[config.mk]
export PLATFORM = sky130hd
export DESIGN_NAME = c_subset_lexer_core
export DESIGN_NICKNAME = d
export VERILOG_FILES = /design/src/design/csl_pkg.sv /design/src/design/csl_front.sv /design/src/design/csl_back.sv /design/src/design/c_subset_lexer_core.sv
export SDC_FILE = /design/constraint.sdc
export NUM_CORES = 1
export LEC_CHECK = 0
export ABC_AREA = 1
export BUFFER_PORTS_ARGS = -buffer_cell sky130_fd_sc_hd__buf_4
export CAP_MARGIN = 20
export CELL_PAD_IN_SITES_DETAIL_PLACEMENT = 1
export CELL_PAD_IN_SITES_GLOBAL_PLACEMENT = 1
export CORE_UTILIZATION = 40
export CTS_CLUSTER_DIAMETER = 200
export DETAILED_ROUTE_END_ITERATION = 8
export PLACE_DENSITY = 0.72
export SETUP_SLACK_MARGIN = 0.2
export SLEW_MARGIN = 20
export SYNTH_ARGS = -nofsm -noshare
export SYNTH_HDL_FRONTEND = slang
export SYNTH_SLANG_ARGS = --single-unit
[constraint.sdc]
create_clock -name clk -period 6.9 [get_ports clk]
set_input_delay 0 -clock clk [delete_from_list [all_inputs] [get_ports clk]]
set_output_delay 0 -clock clk [all_outputs]
set_load 0.01 [all_outputs]
[src/design/csl_pkg.sv]
// Shared types, constants and keyword tables for the C-subset lexer.
`default_nettype none
package csl_pkg;

    localparam int MaxToken = 64;
    localparam int MaxLine  = 4095;
    localparam int KwNum    = 15;
    localparam int QDepth   = 4;
    localparam int QAw      = 2;

    localparam logic [5:0] K_IDENT  = 6'd15;
    localparam logic [5:0] K_INT    = 6'd38;
    localparam logic [5:0] K_STRING = 6'd39;
    localparam logic [5:0] K_CHAR   = 6'd40;

    localparam logic [2:0] E_NONE   = 3'd0;
    localparam logic [2:0] E_BANG   = 3'd1;
    localparam logic [2:0] E_QUOTE  = 3'd2;
    localparam logic [2:0] E_EMPTY  = 3'd3;
    localparam logic [2:0] E_BADCH  = 3'd4;
    localparam logic [2:0] E_BADSTR = 3'd5;
    localparam logic [2:0] E_UNEXP  = 3'd6;

    typedef enum logic [10:0] {
        S_IDLE  = 11'b00000000001,
        S_IDENT = 11'b00000000010,
        S_NUM   = 11'b00000000100,
        S_LT    = 11'b00000001000,
        S_GT    = 11'b00000010000,
        S_EQ    = 11'b00000100000,
        S_BANG  = 11'b00001000000,
        S_CQ1   = 11'b00010000000,
        S_CBAD  = 11'b00100000000,
        S_CQ2   = 11'b01000000000,
        S_STR   = 11'b10000000000
    } scan_state_t;

    typedef struct packed {
        logic [7:0] char_code;
        logic       end_of_input;
    } lex_in_t;

    typedef struct packed {
        logic [5:0]  token_kind;
        logic [30:0] token_value;
        logic [6:0]  token_length;
        logic [2:0]  error_code;
        logic [15:0] line_number;
        logic [11:0] column;
        logic        last_of_run;
    } lex_out_t;

    // one classified item on its way to the back end: up to two results
    typedef struct packed {
        logic     two;
        lex_out_t first;
        lex_out_t second;
    } lex_pair_t;

    function automatic logic [2:0] kw_len(input int i);
        logic [2:0] l;
        case (i)
            0: l = 3'd5;  1: l = 3'd3;  2: l = 3'd4;  3: l = 3'd4;  4: l = 3'd4;
            5: l = 3'd2;  6: l = 3'd4;  7: l = 3'd2;  8: l = 3'd5;  9: l = 3'd6;
            10: l = 3'd4; 11: l = 3'd7; 12: l = 3'd5; 13: l = 3'd6;
            default: l = 3'd6;
        endcase
        return l;
    endfunction

    function automatic logic [55:0] kw_text(input int i);
        logic [55:0] t;
        case (i)
            0: t = "const";  1: t = "int";    2: t = "char";   3: t = "void";
            4: t = "main";   5: t = "if";     6: t = "else";   7: t = "do";
            8: t = "while";  9: t = "switch"; 10: t = "case";  11: t = "default";
            12: t = "scanf"; 13: t = "printf";
            default: t = "return";
        endcase
        return t;
    endfunction

    // character at position p of keyword i (text is right aligned)
    function automatic logic [7:0] kw_char(input int i, input logic [2:0] p);
        logic [55:0] t;
        logic [2:0]  l;
        logic [2:0]  sh;
        t  = kw_text(i);
        l  = kw_len(i);
        sh = 3'(l - 3'd1 - p);
        return t[{sh, 3'b000} +: 8];
    endfunction

endpackage
`default_nettype wire

[src/design/csl_front.sv]
// Front end: scanner state machine that classifies each character into results.
`default_nettype none
module csl_front
    import csl_pkg::*;
(
    input  wire logic      clk,
    input  wire logic      rst_n,
    input  wire logic      take,
    input  wire lex_in_t   item,
    output lex_pair_t      pair,
    output logic           pair_any
);
    scan_state_t  st_reg, st_next;
    logic [14:0]  cand_reg, cand_next;
    logic [6:0]   cnt_reg, cnt_next;
    logic [30:0]  num_reg, num_next;
    logic [7:0]   lit_reg, lit_next;
    logic         quo_reg, quo_next;
    logic [15:0]  line_reg, line_next;
    logic [11:0]  col_reg, col_next;

    logic [7:0]   c;
    lex_out_t     r [2];
    logic [1:0]   n;
    logic         rescan;
    logic [34:0]  prod;
    logic [5:0]   kind1;
    logic         is_let, is_dig, is_ws;
    logic [5:0]   wkind;

    always_comb
    begin
        for (int i = 0; i < 2; i++)
        begin
            r[i] = '0;
            r[i].line_number = line_reg;
            r[i].column = col_reg;
        end
        n = 2'd0;
        rescan = 1'b0;
        kind1 = 6'd0;
        wkind = K_IDENT;
        st_next = st_reg; cand_next = cand_reg; cnt_next = cnt_reg;
        num_next = num_reg; lit_next = lit_reg; quo_next = quo_reg;
        line_next = line_reg; col_next = col_reg;
        c = item.char_code;
        if (!quo_reg && c >= "A" && c <= "Z")
            c = c + 8'd32;
        is_let = (c >= "a" && c <= "z") || (c >= "A" && c <= "Z") || c == "_";
        is_dig = c >= "0" && c <= "9";
        is_ws  = (c >= 8'd9 && c <= 8'd13) || c == 8'd32;
        prod = {4'd0, num_reg} * 35'd10 + {27'd0, c - 8'd48};
        for (int i = 0; i < KwNum; i++)
            if (cand_reg[i] && {4'd0, kw_len(i)} == cnt_reg)
                wkind = 6'(i);

        if (item.end_of_input)
        begin
            r[0].column = col_reg;
            unique case (st_reg)
                S_IDENT: begin r[0].token_kind = wkind; r[0].token_length = cnt_reg; n = 2'd1; end
                S_NUM:
                begin
                    r[0].token_kind = K_INT; r[0].token_value = num_reg;
                    r[0].token_length = cnt_reg; n = 2'd1;
                end
                S_LT: begin r[0].token_kind = 6'd20; r[0].token_length = 7'd1; n = 2'd1; end
                S_GT: begin r[0].token_kind = 6'd22; r[0].token_length = 7'd1; n = 2'd1; end
                S_EQ: begin r[0].token_kind = 6'd28; r[0].token_length = 7'd1; n = 2'd1; end
                S_BANG: begin r[0].error_code = E_BANG; n = 2'd1; end
                S_CQ1:
                begin
                    r[0].error_code = E_BADCH; r[1].error_code = E_QUOTE; n = 2'd2;
                end
                S_CBAD, S_CQ2: begin r[0].error_code = E_QUOTE; n = 2'd1; end
                S_STR: begin r[0].error_code = E_BADSTR; n = 2'd1; end
                default: ;
            endcase
            st_next = S_IDLE; cnt_next = '0; num_next = '0; cand_next = '1;
        end
        else
        begin
            if (c == "'" || c == "\"")
                quo_next = !quo_reg;
            if (c == 8'd10)
            begin
                if (line_reg != 16'hFFFF)
                    line_next = line_reg + 16'd1;
                col_next = '0;
            end
            else if (col_reg < 12'(MaxLine))
                col_next = col_reg + 12'd1;

            unique case (st_reg)
                S_IDENT:
                begin
                    if (is_let || is_dig)
                    begin
                        if (cnt_reg >= 7'(MaxToken))
                            cand_next = '0;
                        else
                        begin
                            for (int i = 0; i < KwNum; i++)
                                if (!(cnt_reg < {4'd0, kw_len(i)} &&
                                      kw_char(i, cnt_reg[2:0]) == c))
                                    cand_next[i] = 1'b0;
                            cnt_next = cnt_reg + 7'd1;
                        end
                    end
                    else
                    begin
                        r[0].token_kind = wkind; r[0].token_length = cnt_reg;
                        n = 2'd1; rescan = 1'b1;
                    end
                end
                S_NUM:
                begin
                    if (is_dig)
                    begin
                        num_next = prod > 35'h7FFFFFFF ? 31'h7FFFFFFF : prod[30:0];
                        if (cnt_reg < 7'(MaxToken))
                            cnt_next = cnt_reg + 7'd1;
                    end
                    else
                    begin
                        r[0].token_kind = K_INT; r[0].token_value = num_reg;
                        r[0].token_length = cnt_reg; n = 2'd1; rescan = 1'b1;
                    end
                end
                S_LT, S_GT, S_EQ:
                begin
                    n = 2'd1;
                    if (c == "=")
                    begin
                        r[0].token_kind = st_reg == S_LT ? 6'd21 : st_reg == S_GT ? 6'd23 : 6'd25;
                        r[0].token_length = 7'd2;
                        st_next = S_IDLE;
                    end
                    else
                    begin
                        r[0].token_kind = st_reg == S_LT ? 6'd20 : st_reg == S_GT ? 6'd22 : 6'd28;
                        r[0].token_length = 7'd1;
                        rescan = 1'b1;
                    end
                end
                S_BANG:
                begin
                    n = 2'd1; st_next = S_IDLE;
                    if (c == "=")
                    begin
                        r[0].token_kind = 6'd24; r[0].token_length = 7'd2;
                    end
                    else
                        r[0].error_code = E_BANG;
                end
                S_CQ1:
                begin
                    if (c == "+" || c == "-" || c == "*" || c == "/" || is_let || is_dig)
                    begin
                        lit_next = c; st_next = S_CQ2;
                    end
                    else if (c == "'")
                    begin
                        r[0].error_code = E_EMPTY; n = 2'd1; st_next = S_IDLE;
                    end
                    else
                    begin
                        r[0].error_code = E_BADCH; n = 2'd1; st_next = S_CBAD;
                    end
                end
                S_CBAD:
                begin
                    st_next = S_IDLE;
                    if (c != "'")
                    begin
                        r[0].error_code = E_QUOTE; n = 2'd1; rescan = 1'b1;
                    end
                end
                S_CQ2:
                begin
                    st_next = S_IDLE; n = 2'd1;
                    if (c == "'")
                    begin
                        r[0].token_kind = K_CHAR; r[0].token_value = {23'd0, lit_reg};
                        r[0].token_length = 7'd3;
                    end
                    else
                        r[0].error_code = E_QUOTE;
                end
                S_STR:
                begin
                    if (c == "\"")
                    begin
                        r[0].token_kind = K_STRING;
                        r[0].token_length = cnt_reg < 7'(MaxToken) ? cnt_reg + 7'd1 : cnt_reg;
                        n = 2'd1; st_next = S_IDLE;
                    end
                    else if (c == 8'd32 || c == 8'd33 || (c >= 8'd35 && c <= 8'd126))
                    begin
                        if (cnt_reg < 7'(MaxToken))
                            cnt_next = cnt_reg + 7'd1;
                    end
                    else
                    begin
                        r[0].error_code = E_BADSTR; n = 2'd1; rescan = 1'b1;
                    end
                end
                default: rescan = 1'b1;
            endcase
            if (st_next == S_IDLE)
            begin
                cnt_next = '0; num_next = '0; cand_next = '1;
            end
            if (rescan)
            begin
                st_next = S_IDLE; cnt_next = '0; num_next = '0; cand_next = '1;
                if (is_ws)
                    ;
                else if (is_let)
                begin
                    st_next = S_IDENT;
                    for (int i = 0; i < KwNum; i++)
                        if (kw_char(i, 3'd0) != c)
                            cand_next[i] = 1'b0;
                    cnt_next = 7'd1;
                end
                else if (is_dig)
                begin
                    st_next = S_NUM; cnt_next = 7'd1; num_next = {23'd0, c - 8'd48};
                end
                else
                begin
                    case (c)
                        "+": kind1 = 6'd16;
                        "-": kind1 = 6'd17;
                        "*": kind1 = 6'd18;
                        "/": kind1 = 6'd19;
                        ";": kind1 = 6'd26;
                        ",": kind1 = 6'd27;
                        ":": kind1 = 6'd29;
                        "{": kind1 = 6'd32;
                        "}": kind1 = 6'd33;
                        "(": kind1 = 6'd34;
                        ")": kind1 = 6'd35;
                        "[": kind1 = 6'd36;
                        "]": kind1 = 6'd37;
                        "<": st_next = S_LT;
                        ">": st_next = S_GT;
                        "=": st_next = S_EQ;
                        "!": st_next = S_BANG;
                        "'": st_next = S_CQ1;
                        "\"": begin st_next = S_STR; cnt_next = 7'd1; end
                        default: kind1 = 6'd0;
                    endcase
                    if (kind1 != 6'd0 || st_next == S_IDLE)
                    begin
                        r[n[0]].token_kind = kind1;
                        r[n[0]].token_length = kind1 != 6'd0 ? 7'd1 : 7'd0;
                        r[n[0]].error_code = kind1 != 6'd0 ? E_NONE : E_UNEXP;
                        n = n + 2'd1;
                    end
                end
            end
        end
        pair.two = n == 2'd2;
        pair.first = r[0];
        pair.second = r[1];
        if (n == 2'd2)
            pair.second.last_of_run = 1'b1;
        else
            pair.first.last_of_run = 1'b1;
        pair_any = n != 2'd0;
    end

    always_ff @(posedge clk or negedge rst_n)
    begin
        if (!rst_n)
        begin
            st_reg <= S_IDLE; cand_reg <= '1; cnt_reg <= '0; num_reg <= '0;
            lit_reg <= '0; quo_reg <= 1'b0; line_reg <= 16'd1; col_reg <= '0;
        end
        else if (take)
        begin
            st_reg <= st_next; cand_reg <= cand_next; cnt_reg <= cnt_next;
            num_reg <= num_next; lit_reg <= lit_next; quo_reg <= quo_next;
            line_reg <= line_next; col_reg <= col_next;
        end
    end
endmodule
`default_nettype wire

[src/design/csl_back.sv]
// Back end: queue of classified items, delivering results one transaction at a time.
`default_nettype none
module csl_back
    import csl_pkg::*;
(
    input  wire logic      clk,
    input  wire logic      rst_n,
    input  wire logic      wr,
    input  wire lex_pair_t wdata,
    output logic           full,
    output logic           empty,
    input  wire logic      pop,
    output lex_out_t       rdata
);
    lex_pair_t      mem [QDepth];
    logic [QAw-1:0] wp_reg, rp_reg;
    logic [QAw:0]   cnt_reg;
    logic           half_reg;
    logic           rd_done;

    assign full  = cnt_reg == (QAw+1)'(QDepth);
    assign empty = cnt_reg == '0;
    assign rdata = half_reg ? mem[rp_reg].second : mem[rp_reg].first;
    assign rd_done = pop && !empty && (half_reg || !mem[rp_reg].two);

    always_ff @(posedge clk)
    begin
        if (wr && !full)
            mem[wp_reg] <= wdata;
    end

    always_ff @(posedge clk or negedge rst_n)
    begin
        if (!rst_n)
        begin
            wp_reg <= '0; rp_reg <= '0; cnt_reg <= '0; half_reg <= 1'b0;
        end
        else
        begin
            if (wr && !full)
                wp_reg <= wp_reg + 1'b1;
            if (pop && !empty)
                half_reg <= !rd_done;
            if (rd_done)
                rp_reg <= rp_reg + 1'b1;
            cnt_reg <= cnt_reg + (QAw+1)'(wr && !full) - (QAw+1)'(rd_done);
        end
    end
endmodule
`default_nettype wire

[src/design/c_subset_lexer_core.sv]
// Top level of the C-subset lexer: front scanner feeding a result queue.
// Takes one character per cycle unless full; each character is classified in
// the cycle it is pushed and yields zero, one or two results, which wait in a
// four-entry queue. Full rises only when that queue holds four characters'
// worth of results; a character with two results takes two pops to drain.
`default_nettype none
module c_subset_lexer_core
    import csl_pkg::*;
(
    input  wire logic    clk,
    input  wire logic    rst_n,
    input  wire logic    push,
    output logic         full,
    input  wire lex_in_t in_item,
    output logic         empty,
    input  wire logic    pop,
    output lex_out_t     out_item
);
    lex_pair_t pair;
    logic      pair_any;
    logic      take;

    assign take = push && !full;

    csl_front u_front (
        .clk(clk), .rst_n(rst_n), .take(take), .item(in_item),
        .pair(pair), .pair_any(pair_any)
    );

    csl_back u_back (
        .clk(clk), .rst_n(rst_n), .wr(take && pair_any), .wdata(pair),
        .full(full), .empty(empty), .pop(pop), .rdata(out_item)
    );
endmodule
`default_nettype wire

## After elaboration in Yosys (flattened, before gate mapping)

Memory sizes are Yosys's and may differ from the RTL's.
Cells that the tools add are included.
W data, S select, Z words.

- Eq/ne operators: 94
- Shift-type cells: 30
- $mul: 1
- Order comparisons: 24
- Add/subtract/negate cells: 29
- Muxes and demuxes: 354
- Bitwise operators: 2
- Reduce and logical (&&, ||, !) cells: 99

Operator list:

| kind | count |
|---|---|
| $mux W56 | 120 |
| $shiftx A56 B7 Y8 | 30 |
| $mux W152 | 5 |
| $bwmux W152 | 3 |
| $mux W31 | 10 |
| $demux W76 S1 | 3 |
| $mux W3 | 55 |
| $mux W11 | 14 |
| $mux W76 | 2 |
| $eq A8 B6 Y1 const B | 16 |
| $eq A8 B8 Y1 | 15 |
| $mux W15 | 8 |
| $ne A8 B8 Y1 | 15 |
| $mux W7 | 15 |
| $mux W44 | 2 |
| $pmux W6 S13 | 1 |
| $ne A5 B4 Y1 const B | 15 |
| $mux W4 | 18 |
| $reduce_and A4 Y1 | 17 |
| $pmux W11 S6 | 1 |
| $pmux W31 S2 | 1 |
| $mux W6 | 10 |
| $mux W1 | 49 |
| $mux W47 | 1 |
| other kinds (82) | 207 |

- Bits in writable memories: 612
- Output and inout bits: 78
- Memories kept: 1
- Bits in registers: 109
- Logic and storage cells: 660
- Input bits: 13

Memory list:

| name | depth | width | rd ports | clocked after memory_dff | write ports | RTL line | source |
|---|---|---|---|---|---|---|---|
| u_back.mem | 4 | 153 | 1 | 0 | 1 | csl_back.sv:15 | `lex_pair_t mem [QDepth];` |

## Depth between registers and ports, before layout

- Depth after elaboration: 30
- Depth in mapped cells: 34
- Depth with buffers taken out: 34

## Cells and area by module

From an unflattened synthesis, not the netlist that was laid out.

- Cells, all modules: 3,940
- Area, all modules: 37,049.3 um^2

By module, submodules not included:

| module | seq. area each (um^2) | cells an instance | instances | area each (um^2) |
|---|---|---|---|---|
| csl_back | 18,577.8 | 1,786 | 1 | 23,940.5 |
| csl_front | 2,548.7 | 2,149 | 1 | 13,085.0 |
| c_subset_lexer_core | 0.0 | 5 | 1 | 23.8 |

## Worst setup path before layout

OpenSTA, ideal clock, no wires.

- Path type: register to register
- Start: register u_front.st_reg[0]
- End: memory u_back.mem[0][0] (netlist bit), enable pin
- Library setup time: 0.532 ns
- Clock period less this slack: 6.567 ns
- Data required time: 6.368 ns
- Path buffers: 0
- Stages on the path, launching flop included: 21
- Arrival: 6.035 ns
- Path slack: 0.333 ns
- Cell sequence: dfstp_2 -> nor2_1 -> nand2_1 -> nor2_1 -> nand2_1 -> inv_1 -> nor2_2 -> inv_1 -> nor3_1 -> nand2_1 -> nand2_1 -> nor2_2 -> nand2_1 -> inv_2 -> nand2_4 -> nand2_2 -> inv_2 -> a21oi_1 -> nand2_1 -> nand2_1 -> nor2_1

- Word-level cells in the longest chain between the ends: 16
- Elaborated cells on any way between the ends: 31
- Classes of those cells: add/sub: 1; eq/ne: 10; mux: 13; reduce/logical: 7

RTL lines:

| what | RTL line | source |
|---|---|---|
| start: declaration | csl_front.sv:13 | `scan_state_t st_reg, st_next;` |
| start signal: assignment | csl_front.sv:284 | `st_reg <= st_next; cand_reg <= cand_next; cnt_reg <= cnt_next;` |
| $eq A11 B6 Y1 (tied with other cells) | csl_front.sv:60, csl_front.sv:94 |  |
| $reduce_or A5 Y1 (no line) | -- |  |
| $pmux W2 S6 | csl_front.sv:94 | `unique case (st_reg)` |
| $mux W2 | csl_front.sv:57 | `if (item.end_of_input)` |
| $add A2 B1 Y2 | csl_front.sv:260 | `n = n + 2'd1;` |
| $mux W2 | csl_front.sv:255 | `if (kind1 != 6'd0 \|\| st_next == S_IDLE)` |
| $mux W2 | csl_front.sv:227 | `else if (is_dig)` |
| $mux W2 | csl_front.sv:219 | `else if (is_let)` |
| $mux W2 | csl_front.sv:217 | `if (is_ws)` |
| $mux W2 | csl_front.sv:214 | `if (rescan)` |
| $mux W2 (*) | csl_front.sv:57 |  |
| $reduce_bool A2 Y1 (*) | csl_front.sv:272 | `pair_any = n != 2'd0;` |
| $logic_and A1 B1 Y1 (*) | c_subset_lexer_core.sv:31 | `.clk(clk), .rst_n(rst_n), .wr(take && pair_any), .wdata(pair),` |
| $logic_and A1 B1 Y1 (*) | csl_back.sv:28 | `if (wr && !full)` |
| $mux W1 (*) | csl_back.sv:28 |  |
| $mux W1 (implied by the code) (*) | csl_back.sv:29 | `mem[wp_reg] <= wdata;` |
| end: declaration | csl_back.sv:15 |  |

Mark *: on every way between the ends. The rest lies on a longest branch, timed or not. The select of a mux whose other input is x is not followed.

## Worst setup path in the final report

- Start: input port in_item[5] (netlist bit)
- End: memory u_back.mem[2][98] (netlist bit), enable pin

- Word-level cells in the longest chain between the ends: 25
- Elaborated cells on any way between the ends: 97
- Classes of those cells: add/sub: 2; order compare: 12; eq/ne: 23; mux: 37; reduce/logical: 23

RTL lines:

| what | RTL line | source |
|---|---|---|
| start: declaration | c_subset_lexer_core.sv:14 | `input wire lex_in_t in_item,` |
| $ge A8 B7 Y1 | csl_front.sv:47 | `if (!quo_reg && c >= "A" && c <= "Z")` |
| $logic_and A1 B1 Y1 (2 in series) | csl_front.sv:47 |  |
| $mux W8 (*) | csl_front.sv:47 |  |
| $ge A8 B7 Y1 (tied with other cells) | csl_front.sv:49 | `is_let = (c >= "a" && c <= "z") \|\| (c >= "A" && c <= "Z") \|\| c == "_";` |
| $logic_and A1 B1 Y1 / $logic_or A1 B1 Y1 (equally long branches) | csl_front.sv:49, csl_front.sv:158 |  |
| $logic_or A1 B1 Y1, on equally long branches (2 in series) | csl_front.sv:49, csl_front.sv:158 |  |
| $logic_or A1 B1 Y1 (2 in series) | csl_front.sv:158 | `if (c == "+" \|\| c == "-" \|\| c == "*" \|\| c == "/" \|\| is_let \|\| is_dig)` |
| $mux W1 | csl_front.sv:158 |  |
| [6 not listed] | -- |  |
| $mux W2 | csl_front.sv:217 |  |
| $mux W2 (*) | csl_front.sv:214 |  |
| $mux W2 (*) | csl_front.sv:57 |  |
| $reduce_bool A2 Y1 (*) | csl_front.sv:272 |  |
| $logic_and A1 B1 Y1 (*) | c_subset_lexer_core.sv:31 |  |
| $logic_and A1 B1 Y1 (*) | csl_back.sv:28 |  |
| $mux W1 (*) | csl_back.sv:28 |  |
| $mux W1 (implied by the code) (*) | csl_back.sv:29 |  |

Marked as above.

==> summary.md <==
| Metric | Value |
|---|---|
| Die Y-Extent | `~250 um` |
| Worst R2R Path Depth | `21` |
| Crit path from | `in_item[5]` |
| Worst vdd ir | `around 0.26 mV` |
| Mux contribution to synthesized area | `0%` |
| Post-CTS Setup Bufs | `0` |
| Initial DRC count | `approximately 1,300` |
| Pwr Density | `about 320 nW/um2` |
| Routability cong. | `~0.94` |
| CORE AREA | `63,000 um2` |
| Clock Root Buffer | `clkbuf_16` |
| Status | `finished clean` |
| Residual DRC | `0` |
| Synth Register Bits | `453` |
| Fin Hold WS | `0.0376 ns` |
| Yosys warns | `0` |
| Cts bufs inserted | `between 40 and 50` |
| Pre-antenna DRT Iters | `5` |
| Startpoint type of the worst setup path | `primary input` |
| Final period util | `75.7%` |
| Cell Area, Synth | `between 20,000 and 30,000 um2` |
| Main synth FF type | `edfxtp_1` |
| Fillcell total | `~7,400` |
| Syn Inst Count | `approximately 3,000` |
| Compound-gate portion of the synthesized area | `12.8%` |
| Pleak | `approximately 12 nW` |
| Hold path start | `in_item[2]` |
| Final Hold Vio Count | `0` |
| Cells resized by post-CTS repair | `0` |
| Routed via count | `between 20,000 and 25,000` |
| Clock Pin Slew Worst Setup and Hold Paths | `roughly 0.06 ns` |
| Register area share after synthesis | `approximately half` |
| Syn Nets | `3,064` |
| Clock sinks | `roughly 450` |
| Yosys top cell by area | `edfxtp_1` |
| Tightest Hold Check Type | `in2reg` |
| Worst-path fanout max | `27` |
| Post-synth EDFFs | `344` |
| Reg-to-Reg End | `u_back.mem[2][98]$_DFFE_PP_` |
| Critical path class | `in2reg` |
| Proportion of netlist area held by the largest area contributor | `40.7%` |
| RSZ-0062 raised after global routing | `no` |
| DRT antenna net count | `0` |
| NumNets Final | `about 3,100` |
| Reg-to-Reg Start | `u_front.st_reg[0]$_DFFE_PN1P_` |
| Crit path DAT | `roughly 5.5 ns` |
| Ys async rst share | `roughly a quarter` |
| Hpwl dp | `58,800 um` |
| Vias per inst | `roughly 5.5` |
| Max-Cap Viols | `0` |
| Gr usage total | `25.8%` |
| Rel. slew slack | `between 20% and 30%` |
| H-tree levels | `2` |
| Fmax | `about 0.19 GHz` |
| Hold path cells | `3` |
| Critical Path End Type | `register` |
| Fin crit period | `between 5 and 6 ns` |
| I/O Pins | `a little over 90` |
| Avg Cell Area, Syn | `~8.6 um2` |
| Synth unique cells | `55` |
| CTS tree | `done` |
| Largest net degree at the start of global routing | `90` |
| WL per Instance | `between 20 and 25 um` |
| Setup TNS | `0 ns` |
| Register area | `roughly 13,000 um2` |
| Req. time, crit path | `7.14 ns` |
| Die W | `~250 um` |
| Clk_skew | `approximately 0.029 ns` |
| Post-Route WL | `82,600 um` |
| Hold Path Sink | `u_front.lit_reg[1]$_DFFE_PN0P_` |
| Full die area | `between 60,000 and 70,000 um2` |
| Tot Pwr | `9.11 mW` |
| Final Max Slew Viols | `0` |
| P&R area growth vs syn | `12.8%` |
| GR Overflow Total | `0` |
| Layout cells sized above 1 | `~8.9%` |
| Initial antenna violation count | `0` |
| Final setup viols | `0` |
| Diode count | `0` |
| Multi-input logic area | `10,900 um2` |
| Starting Density | `40.3%` |
| Simple-Gate Fraction of Synth Area | `between 20% and 30%` |
| Largest family of logic cells by synthesized area | `simple AND/OR/NAND/NOR gates` |
| First-pass GRT wire length | `around 130,000 um` |
| Adder-Cell Fraction of Synth Area | `4.87%` |
| Flop-to-flop setup slack | `between 1.5 and 2 ns` |
| Port Buffers | `90` |
| Worst-Margin Slew | `~1.1 ns` |
| Number of global-route vias before repair | `approximately 22,000` |
| Post-Synth XOR/XNOR Area | `about 2.6%` |
| Max clock buf depth | `3` |
| Max reg flops | `about 340` |
| Clk Latency, worst-skew pair | `0.61 ns` |
| Synth top area cells | `edfxtp_1, dfrtp_1, nand2_1` |
| Row count | `a little over 90` |
repair_timing:
item	in CTS	in global routing
setup endpoints to repair	0	0
endpoints found under the hold margin	44	0
hold buffers	8	0
layer usage:
layer	wire length [um]	GRT usage, %	vias up
met5	0	0	-
met4	1700	6.13	0
met3	3130	2.96	100
met2	40000	44.5	441
met1	37800	34.5	10814
li1	-	-	10193
Yosys cell counts, types with 5 or more instances:
cell and number:
nand2_1 562, nor2_1 507, edfxtp_1 344, o21ai_0 280
inv_1 243, nand3_1 157, a21oi_1 133, ha_1 94
dfrtp_1 92, clkbuf_1 83, xor2_1 53, o22ai_1 51
nor3_1 49, o21ai_1 35, nand4_1 30, xnor2_1 21
nand2_2 18, dfstp_2 17, nor4_1 15, a31oi_1 14
inv_2 14, o211ai_1 14, buf_1 13, buf_2 11
a32o_1 9, nor2_2 8, o2111ai_1 8, a211oi_1 7
nand3b_1 7, buf_4 5, nand3_2 5, o31ai_1 5
worst max-delay path, cell delays in order:
cell           delay, ns
dlygate4sd3_1       0.55
buf_4               0.24
inv_1               0.46
nand3_1             0.20
nand2_1             0.11
inv_2               0.07
nand2_2             0.08
nand2_1             0.06
nand2_2             0.15
nand2_2             0.10
nor2_4              0.21
nand3_1             0.40
nand2_1             0.23
nand3_1             0.09
nor2_1              0.14
nand2_1             0.11
ha_1                0.29
nand3_1             0.07
nand3_1             0.10
nand2_1             0.08
nand2_1             0.14
nand2_1             0.31
nor2_4              0.74
buf_4               0.49
worst max-delay path by stage:
stage / end / slack [ns] / depth (start not counted)
floorplan: u_back.mem[0][0]$_DFFE_PP_ / 0.33 / 20
global placement: u_back.mem[2][81]$_DFFE_PP_ / 1.85 / 23
detailed placement: u_back.mem[2][80]$_DFFE_PP_ / 1.64 / 23
CTS: u_back.mem[2][98]$_DFFE_PP_ / 1.69 / 24
global route: u_back.mem[2][98]$_DFFE_PP_ / 1.30 / 26
finish: u_back.mem[2][98]$_DFFE_PP_ / 1.68 / 24
per-stage QoR:
stage | setup WS, ns | instances | instance area [um2] | utilization (%)
6_report | 1.68 | 3896 | 28700 | 45.5
5_1_grt | 1.30 | 3896 | 28700 | 45.5
4_1_cts | 1.69 | 3896 | 28700 | 45.5
3_5_place_dp | 1.64 | 3798 | 26900 | 42.7
3_3_place_gp | 1.85 | 3798 | 26900 | 42.7
2_1_floorplan | 0.333 | 2954 | 25400 | -
kinds of logic after synthesis:
logic type	after synthesis
buffers and inverters	371
AOI/OAI and AO/OA	584
adders and majority gates	97
and+or+nand+nor	1375
xor gates and xnor gates	74
DFF	453
layout by cell type (no fill, tap or decap), types with 8 or more instances in the layout:
cell,n
nand2_1,562
nor2_1,502
edfxtp_1,344
o21ai_0,280
inv_1,241
nand3_1,157
a21oi_1,133
buf_4,108
ha_1,94
dfrtp_1,90
xor2_1,53
o22ai_1,51
nor3_1,49
clkbuf_16,49
o21ai_1,35
nand4_1,30
xnor2_1,21
nand2_2,18
dfstp_2,17
inv_2,15
nor4_1,15
o211ai_1,14
a31oi_1,14
clkbuf_1,14
nor2_2,9
a32o_1,9
nor2_4,8
o2111ai_1,8
layout make-up:
type                    count  share of cell area [%]
clock buffers              68                    4.70
clock inverters            22                    1.09
inverters                 258                    3.39
multi-input cells        2130                    38.1
flip-flops and latches    453                    45.7
well taps                 846                    3.69
repair buffers            119                    3.35
report_power, final:
group          total (mW)  internal, mW  switching, mW
Clock                2.72          1.60           1.12
Sequential           3.48          3.28          0.197
Combinational        2.91         0.987           1.93
Note: power is estimated with default switching activity, not from simulation.
